### config.mk
export PLATFORM = sky130hd
export DESIGN_NAME = rsa_modexp_cipher
export DESIGN_NICKNAME = d
export VERILOG_FILES = /design/src/rsa_pkg.sv /design/src/rsa_modmul.sv /design/src/rsa_modexp_cipher.sv
export SDC_FILE = /design/constraint.sdc
export NUM_CORES = 1
export LEC_CHECK = 0
export BUFFER_PORTS_ARGS = -buffer_cell sky130_fd_sc_hd__buf_4
export CAP_MARGIN = 20
export CORE_MARGIN = 4
export CORE_UTILIZATION = 40
export CTS_CLUSTER_DIAMETER = 80
export DETAILED_ROUTE_END_ITERATION = 6
export PLACE_DENSITY = 0.59
export SLEW_MARGIN = 30
export SYNTH_ARGS = -nofsm -noshare
export SYNTH_HDL_FRONTEND = slang
export SYNTH_SLANG_ARGS = --single-unit
### constraint.sdc
create_clock -name clock -period 12.6 [get_ports clock]
set_clock_uncertainty 0.15 [all_clocks]
set_input_delay 2.52 -clock clock [delete_from_list [all_inputs] [get_ports clock]]
set_output_delay 2.52 -clock clock [all_outputs]
set_load 0.02 [all_outputs]
### src/rsa_pkg.sv
package rsa_pkg;

   // operand widths
   localparam int MOD_BITS  = 32;
   localparam int WORD_BITS = 32;
   localparam int CSR_IDX_W = 2;

   // configuration register indexes
   localparam logic [CSR_IDX_W-1:0] CSR_MODULUS     = CSR_IDX_W'(0);
   localparam logic [CSR_IDX_W-1:0] CSR_PUBLIC_EXP  = CSR_IDX_W'(1);
   localparam logic [CSR_IDX_W-1:0] CSR_PRIVATE_EXP = CSR_IDX_W'(2);

   // operation kinds
   localparam logic KIND_ENCRYPT = 1'b0;
   localparam logic KIND_DECRYPT = 1'b1;

   typedef struct packed {
      logic                 kind;
      logic [WORD_BITS-1:0] value;
      logic                 last;
   } req_type;

   typedef struct packed {
      logic [WORD_BITS-1:0] result_value;
      logic                 result_last;
   } rsp_type;

   // sequencer states
   typedef enum logic [4:0] {
      S_IDLE   = 5'b00001,
      S_REDUCE = 5'b00010,
      S_MUL    = 5'b00100,
      S_SQR    = 5'b01000,
      S_DONE   = 5'b10000
   } state_type;

endpackage

### src/rsa_modmul.sv
module rsa_modmul
   import rsa_pkg::*;
(
   input  logic                 clock,
   input  logic                 reset,
   input  logic                 start,
   input  logic [WORD_BITS-1:0] op_a,
   input  logic [MOD_BITS-1:0]  op_b,
   input  logic [MOD_BITS-1:0]  modulus,
   output logic                 done,
   output logic [MOD_BITS-1:0]  result
);

   localparam int CNT_W = $clog2(WORD_BITS);
   localparam int DW    = MOD_BITS + 3;

   logic                 busy_ff, busy_in;
   logic                 done_ff, done_in;
   logic [CNT_W-1:0]     cnt_ff, cnt_in;
   logic [WORD_BITS-1:0] a_ff, a_in;
   logic [MOD_BITS-1:0]  r_ff, r_in;

   logic [DW-1:0] sum;
   logic [DW-1:0] diff1;
   logic [DW-1:0] diff2;
   logic [MOD_BITS-1:0] r_step;

   // one multiplier bit per cycle: r = 2r + bit*b, then reduce below m
   always_comb begin
      sum   = (DW'(r_ff) << 1) + (a_ff[WORD_BITS-1] ? DW'(op_b) : '0);
      diff1 = sum - DW'(modulus);
      diff2 = sum - (DW'(modulus) << 1);
      if (!diff2[DW-1]) begin
         r_step = diff2[MOD_BITS-1:0];
      end else if (!diff1[DW-1]) begin
         r_step = diff1[MOD_BITS-1:0];
      end else begin
         r_step = sum[MOD_BITS-1:0];
      end
   end

   // bit counter and shift control
   always_comb begin
      busy_in = busy_ff;
      done_in = 1'b0;
      cnt_in  = cnt_ff;
      a_in    = a_ff;
      r_in    = r_ff;
      if (start) begin
         busy_in = 1'b1;
         cnt_in  = CNT_W'(WORD_BITS - 1);
         a_in    = op_a;
         r_in    = '0;
      end else if (busy_ff) begin
         r_in   = r_step;
         a_in   = a_ff << 1;
         cnt_in = cnt_ff - CNT_W'(1);
         if (cnt_ff == '0) begin
            busy_in = 1'b0;
            done_in = 1'b1;
         end
      end
   end

   always_ff @(posedge clock) begin
      if (reset) begin
         busy_ff <= 1'b0;
         done_ff <= 1'b0;
      end else begin
         busy_ff <= busy_in;
         done_ff <= done_in;
      end
      cnt_ff <= cnt_in;
      a_ff   <= a_in;
      r_ff   <= r_in;
   end

   assign done   = done_ff;
   assign result = r_ff;

`ifndef ASSERT_OFF
   a_partial_reduced: assert property (@(posedge clock) disable iff (reset)
      busy_ff && !start |-> r_ff < modulus)
      else $error("partial product not reduced below modulus");

   a_done_idle: assert property (@(posedge clock) disable iff (reset)
      done_ff |-> !busy_ff)
      else $error("done raised while still busy");

   a_start_busy: assert property (@(posedge clock) disable iff (reset)
      start |=> busy_ff && !done_ff)
      else $error("start did not begin a multiply");
`endif

endmodule

### src/rsa_modexp_cipher.sv
// Textbook RSA: each request beat returns value^e mod n, with e the public exponent for
// kind 0 and the private exponent for kind 1; last is copied to the response. One bit-serial
// modular multiplier does all the work, one multiplier bit per cycle. An item spends one
// multiply reducing value mod n, then for each exponent bit up to its highest set bit a
// squaring (skipped after the top bit) and, where the bit is set, a multiply. A zero
// exponent still spends the reducing multiply; a modulus below two skips the multiplier
// and answers zero.
// One item is worked at a time; a new request is taken as soon as the finished result has
// moved to the response register, even while that response is still stalled.
module rsa_modexp_cipher
   import rsa_pkg::*;
(
   input  logic                 clock,
   input  logic                 reset,
   input  logic                 req_valid,
   output logic                 req_stall,
   input  req_type              req_data,
   output logic                 rsp_valid,
   input  logic                 rsp_stall,
   output rsp_type              rsp_data,
   input  logic                 csr_wen,
   input  logic [CSR_IDX_W-1:0] csr_index,
   input  logic [WORD_BITS-1:0] csr_wdata
);

   logic [WORD_BITS-1:0] modulus_ff;
   logic [WORD_BITS-1:0] pub_exp_ff;
   logic [WORD_BITS-1:0] priv_exp_ff;

   state_type            state_ff, state_in;
   logic                 start_ff, start_in;
   logic [WORD_BITS-1:0] value_ff, value_in;
   logic [WORD_BITS-1:0] exp_ff, exp_in;
   logic                 last_ff, last_in;
   logic [MOD_BITS-1:0]  acc_ff, acc_in;
   logic [MOD_BITS-1:0]  base_ff, base_in;
   logic                 rsp_valid_ff, rsp_valid_in;
   rsp_type              rsp_ff, rsp_in;

   logic [MOD_BITS-1:0]  mod_used;
   logic                 req_take;
   logic                 rsp_free;
   logic [WORD_BITS-1:0] mul_a;
   logic [MOD_BITS-1:0]  mul_b;
   logic                 mul_done;
   logic [MOD_BITS-1:0]  mul_res;
   logic [WORD_BITS-1:0] exp_next;

   assign mod_used = modulus_ff[MOD_BITS-1:0];
   assign req_take = req_valid && !req_stall;
   assign rsp_free = !rsp_valid_ff || !rsp_stall;
   assign exp_next = exp_ff >> 1;

   // configuration registers
   always_ff @(posedge clock) begin
      if (reset) begin
         modulus_ff  <= WORD_BITS'(3233);
         pub_exp_ff  <= WORD_BITS'(17);
         priv_exp_ff <= WORD_BITS'(2753);
      end else if (csr_wen) begin
         case (csr_index)
            CSR_MODULUS:     modulus_ff  <= csr_wdata;
            CSR_PUBLIC_EXP:  pub_exp_ff  <= csr_wdata;
            CSR_PRIVATE_EXP: priv_exp_ff <= csr_wdata;
            default:         ;
         endcase
      end
   end

   // multiplier operand select
   always_comb begin
      mul_a = WORD_BITS'(base_ff);
      mul_b = base_ff;
      case (state_ff)
         S_REDUCE: begin
            mul_a = value_ff;
            mul_b = MOD_BITS'(1);
         end
         S_MUL: begin
            mul_a = WORD_BITS'(acc_ff);
         end
         default: ;
      endcase
   end

   rsa_modmul u_modmul (
      .clock   (clock),
      .reset   (reset),
      .start   (start_ff),
      .op_a    (mul_a),
      .op_b    (mul_b),
      .modulus (mod_used),
      .done    (mul_done),
      .result  (mul_res)
   );

   // square-and-multiply sequencer, exponent scanned lsb first
   always_comb begin
      state_in     = state_ff;
      start_in     = 1'b0;
      value_in     = value_ff;
      exp_in       = exp_ff;
      last_in      = last_ff;
      acc_in       = acc_ff;
      base_in      = base_ff;
      rsp_valid_in = rsp_valid_ff && rsp_stall;
      rsp_in       = rsp_ff;
      unique case (state_ff)
         S_IDLE: begin
            if (req_take) begin
               value_in = req_data.value;
               last_in  = req_data.last;
               exp_in   = (req_data.kind == KIND_DECRYPT) ? priv_exp_ff : pub_exp_ff;
               if (mod_used < MOD_BITS'(2)) begin
                  acc_in   = '0;
                  state_in = S_DONE;
               end else begin
                  acc_in   = MOD_BITS'(1);
                  start_in = 1'b1;
                  state_in = S_REDUCE;
               end
            end
         end
         S_REDUCE: begin
            if (mul_done) begin
               base_in = mul_res;
               if (exp_ff == '0) begin
                  state_in = S_DONE;
               end else begin
                  start_in = 1'b1;
                  state_in = exp_ff[0] ? S_MUL : S_SQR;
               end
            end
         end
         S_MUL: begin
            if (mul_done) begin
               acc_in = mul_res;
               if (exp_next == '0) begin
                  state_in = S_DONE;
               end else begin
                  start_in = 1'b1;
                  state_in = S_SQR;
               end
            end
         end
         S_SQR: begin
            if (mul_done) begin
               base_in  = mul_res;
               exp_in   = exp_next;
               start_in = 1'b1;
               state_in = exp_next[0] ? S_MUL : S_SQR;
            end
         end
         S_DONE: begin
            if (rsp_free) begin
               rsp_valid_in        = 1'b1;
               rsp_in.result_value = WORD_BITS'(acc_ff);
               rsp_in.result_last  = last_ff;
               state_in            = S_IDLE;
            end
         end
         default: begin
            state_in = S_IDLE;
         end
      endcase
   end

   always_ff @(posedge clock) begin
      if (reset) begin
         state_ff     <= S_IDLE;
         start_ff     <= 1'b0;
         rsp_valid_ff <= 1'b0;
      end else begin
         state_ff     <= state_in;
         start_ff     <= start_in;
         rsp_valid_ff <= rsp_valid_in;
      end
      value_ff <= value_in;
      exp_ff   <= exp_in;
      last_ff  <= last_in;
      acc_ff   <= acc_in;
      base_ff  <= base_in;
      rsp_ff   <= rsp_in;
   end

   assign req_stall = (state_ff != S_IDLE);
   assign rsp_valid = rsp_valid_ff;
   assign rsp_data  = rsp_ff;

`ifndef ASSERT_OFF
   a_state_onehot: assert property (@(posedge clock) disable iff (reset)
      $onehot(state_ff))
      else $error("sequencer state not one-hot");

   a_done_in_work: assert property (@(posedge clock) disable iff (reset)
      mul_done |-> (state_ff == S_REDUCE) || (state_ff == S_MUL) || (state_ff == S_SQR))
      else $error("multiply finished outside a working state");

   a_base_reduced: assert property (@(posedge clock) disable iff (reset)
      (state_ff == S_MUL) || (state_ff == S_SQR) |-> base_ff < mod_used && acc_ff < mod_used)
      else $error("operand not reduced below modulus");

   a_take_leaves_idle: assert property (@(posedge clock) disable iff (reset)
      req_take |=> state_ff != S_IDLE)
      else $error("accepted beat did not start work");
`endif

endmodule

==> impl_metrics.json <==
{
  "ys.flop_type": "edfxtp_1",
  "synth.area.top_cells": "edfxtp_1, dfxtp_1, nand2_1",
  "synth_edf_count": 194,
  "grt_pass1_vias": 14460,
  "synthCells": 1974,
  "worstHoldStart": "last_ff$_DFFE_PP_",
  "max_slew.worst_pin.slew_ns": 0.8161,
  "io_buffers": 107,
  "cp-end-kind": "flop",
  "post_dp_cell_area_um2": 19890,
  "grt_first_pass_wirelength_mm": 79.71,
  "wl_per_cell_um": 18.57,
  "arrival_ns": 6.98,
  "dieHeight_um": 223.1,
  "cts_buffers": 39,
  "routed_wl_mm": 49.65,
  "syn_to_final_growth_pct": 14.30,
  "final_cells": 2674,
  "ys.warnings.count": 0,
  "slew_violations": 0,
  "grt_max_degree": 72,
  "r2r-start": "state_ff[2]$_SDFFE_PP0P_",
  "layout.nets": 2216,
  "diodes": 0,
  "synth_cell_type_count": 80,
  "synth_top_area_share_pct": 31.49,
  "clock_path_buffers": 3,
  "synthArstFlopShare_pct": 0,
  "setup_viol": 0,
  "timing.rr.end": "u_modmul.result[29]$_SDFFE_PP0P_",
  "power_mw": 5.143,
  "hold_slack_ns": 0.2808,
  "clkTransAtPathRegs_ns": 0.06,
  "worstSetupPathType": "flop to flop",
  "cts_resized": 0,
  "status": "completed",
  "post_cts_buffers": 0,
  "final_util_pct": 46.40,
  "drtIter0Drc": 1026,
  "die_x_um": 223.1,
  "r2r_setup_slack_ns": 5.92,
  "worstHoldPathType": "flop to flop",
  "power_per_cell_area_nw_per_um2": 243.2,
  "n_fill_cell": 4396,
  "post-route-drc-count": 0,
  "fmax_ghz": 0.1496,
  "die-area_um2": 49760,
  "reg2reg_depth": 23,
  "holdPathStages": 0,
  "syn_area_per_cell_um2": 9.373,
  "antenna_left": 0,
  "holdPathEnd": "rsp_data[0]$_DFFE_PP_",
  "ff_latch_area_um2": 8670,
  "hold_viol_final": 0,
  "htree_levels": 2,
  "yosysSeqAreaShare_pct": 46.85,
  "max_cap_violations": 0,
  "first_pass_iters": 5,
  "p_leak_nw": 8.123,
  "dp_slack_ns": 5.956,
  "fin_tns_setup_ns": 0,
  "core_area_um2": 45580,
  "path_max_fanout": 46,
  "antenna_found_initial": 0,
  "start_util_pct": 40.59,
  "clock-sinks": 336,
  "min_period_ns": 6.684,
  "clk_latency_ns": 0.55,
  "fin_area_um2": 21150,
  "pin_count": 108,
  "dp.cells": 2603,
  "ys_ff_latch": 336,
  "fp-row-count": 78,
  "cts_tree": "built",
  "synth_top_cell_by_area": "edfxtp_1",
  "start_kind": "flop",
  "gp_congestion": 0.9017,
  "grt-ovfl-total": 0,
  "vias_per_cell": 5.506,
  "peakVddDrop_uv": 146.9,
  "cts-hold-fix-buffers": 0,
  "place_hpwl_mm": 37.15,
  "vias": 14720,
  "worstPathRequired_ns": 12.89,
  "grt_usage_pct": 19.47,
  "netlist_area_um2": 18500,
  "drive_above_1_share_pct": 10.66,
  "cts-root-buf": "clkbuf_16",
  "relSlewSlack_pct": 45.59,
  "rsz0062_at_grt": "false",
  "setup_slack_ns": 5.916,
  "post-route-period-util_pct": 53.04,
  "multi_input_area_um2": 9250,
  "syn-num-nets": 2146
}
## per-layer routing
metal  vias to the layer above  global-route usage, %  share of wire (%)
met5                         -                      0                  0
met1                      7029                  28.05                 49
met3                        66                  2.526                3.5
met4                         0                  6.085                2.6
li1                       7318                      -                  -
met2                       311                  30.64                 45
## cell families (layout without fill, tap and decap cells)
family / Yosys count / in the layout / share of synthesized area [%]
AND/OR/NAND/NOR: 701 / 701 / 17.45
AO/OA/AOI/OAI: 544 / 544 / 18.81
flip-flops: 336 / 336 / 46.85
buffers and inverters: 163 / 263 / 3.456
adder cells (fa/ha/maj): 99 / 99 / 6.817
XOR/XNOR: 80 / 80 / 3.828
multiplexers: 51 / 51 / 2.786
## report_power, final
| part | switching [mW] | internal (mW) |
|---|---|---|
| sequential | 0.108 | 1.30 |
| combinational | 1.57 | 1.05 |
| clock | 0.443 | 0.671 |
| total | 2.12 | 3.02 |
## layout by cell type, fill, tap and decap left out, types with 47 or more instances in the layout
cell type and instances:
o21ai_0 92, nor2_1 137, inv_1 64, dfxtp_1 141, buf_4 125, ha_1 96
xnor2_1 50, nand2_1 325, a21oi_1 188, mux2i_1 47, edfxtp_1 194
## worst max-delay path by stage
stage | to | cells after the start | slack, ns | from
2_1_floorplan | acc_ff[0]$_DFFE_PP_ | 2 | 6.98 | req_valid
4_1_cts | u_modmul.result[29]$_SDFFE_PP0P_ | 25 | 5.94 | state_ff[2]$_SDFFE_PP0P_
6_report | u_modmul.result[29]$_SDFFE_PP0P_ | 23 | 5.92 | state_ff[2]$_SDFFE_PP0P_
3_5_place_dp | u_modmul.result[29]$_SDFFE_PP0P_ | 25 | 5.96 | state_ff[2]$_SDFFE_PP0P_
3_3_place_gp | u_modmul.result[29]$_SDFFE_PP0P_ | 25 | 5.59 | state_ff[2]$_SDFFE_PP0P_
5_1_grt | u_modmul.result[29]$_SDFFE_PP0P_ | 25 | 5.39 | state_ff[2]$_SDFFE_PP0P_
## cell usage after synthesis, drive strengths merged (4+ instances only)
master and count:
or2 7, a211oi 20, nand4 17, mux2 4, o21bai 12, nor2 139
o31ai 8, o211ai 11, nor3 32, edfxtp 194, nand3b 16, nand2 325
xor2 29, or3 7, xnor2 51, a31oi 42, o31a 7, o22ai 7
ha 96, a311oi 4, inv 64, and3 40, and2 36, buf 14
a21boi 4, a22o 6, o21a 16, o2111ai 4, nand3 25, mux2i 47
o311ai 4, a21o 32, dfxtp 142, a22oi 38, o41ai 4, o21ai 97
nor4 15, o211a 6, nand2b 16, clkbuf 85, a211o 12, nor2b 10
a21oi 190
## critical path, stage by stage, from the launching register on
cell	delay (ns)
dfxtp_1	0.33
nor3_1	0.19
nand3b_1	0.40
and3_1	0.37
ha_1	0.35
o211ai_1	0.13
o211ai_1	0.23
a31oi_1	0.23
and3_1	0.25
o21ai_0	0.36
nand3_1	0.15
o21ai_0	0.21
xor2_1	0.40
ha_1	0.37
or2_2	0.31
o311ai_1	0.09
a21oi_1	0.14
a2111o_1	0.41
o21bai_2	0.18
o311ai_4	0.11
buf_4	0.30
and2_1	0.28
a221o_1	0.34
a211o_1	0.27
## layout make-up
type	instances	area share, %
Tap cell	600	3.550
Multi-Input combinational cell	1475	43.74
Sequential cell	336	41.00
Timing Repair Buffer	128	4.633
Clock inverter	16	0.9525
Inverter	64	1.136
Clock buffer	55	4.993
## sequential cells by signal, summed over array words and instances (netlist names), 32 cells and up
name and flops:
exp_ff 32, acc_ff 32, u_modmul.a_ff 32, mod_used 32
rsp_data 33, priv_exp_ff 32, u_modmul.result 32, pub_exp_ff 32
value_ff 32, base_ff 32
(Power assumes the default switching activity.)
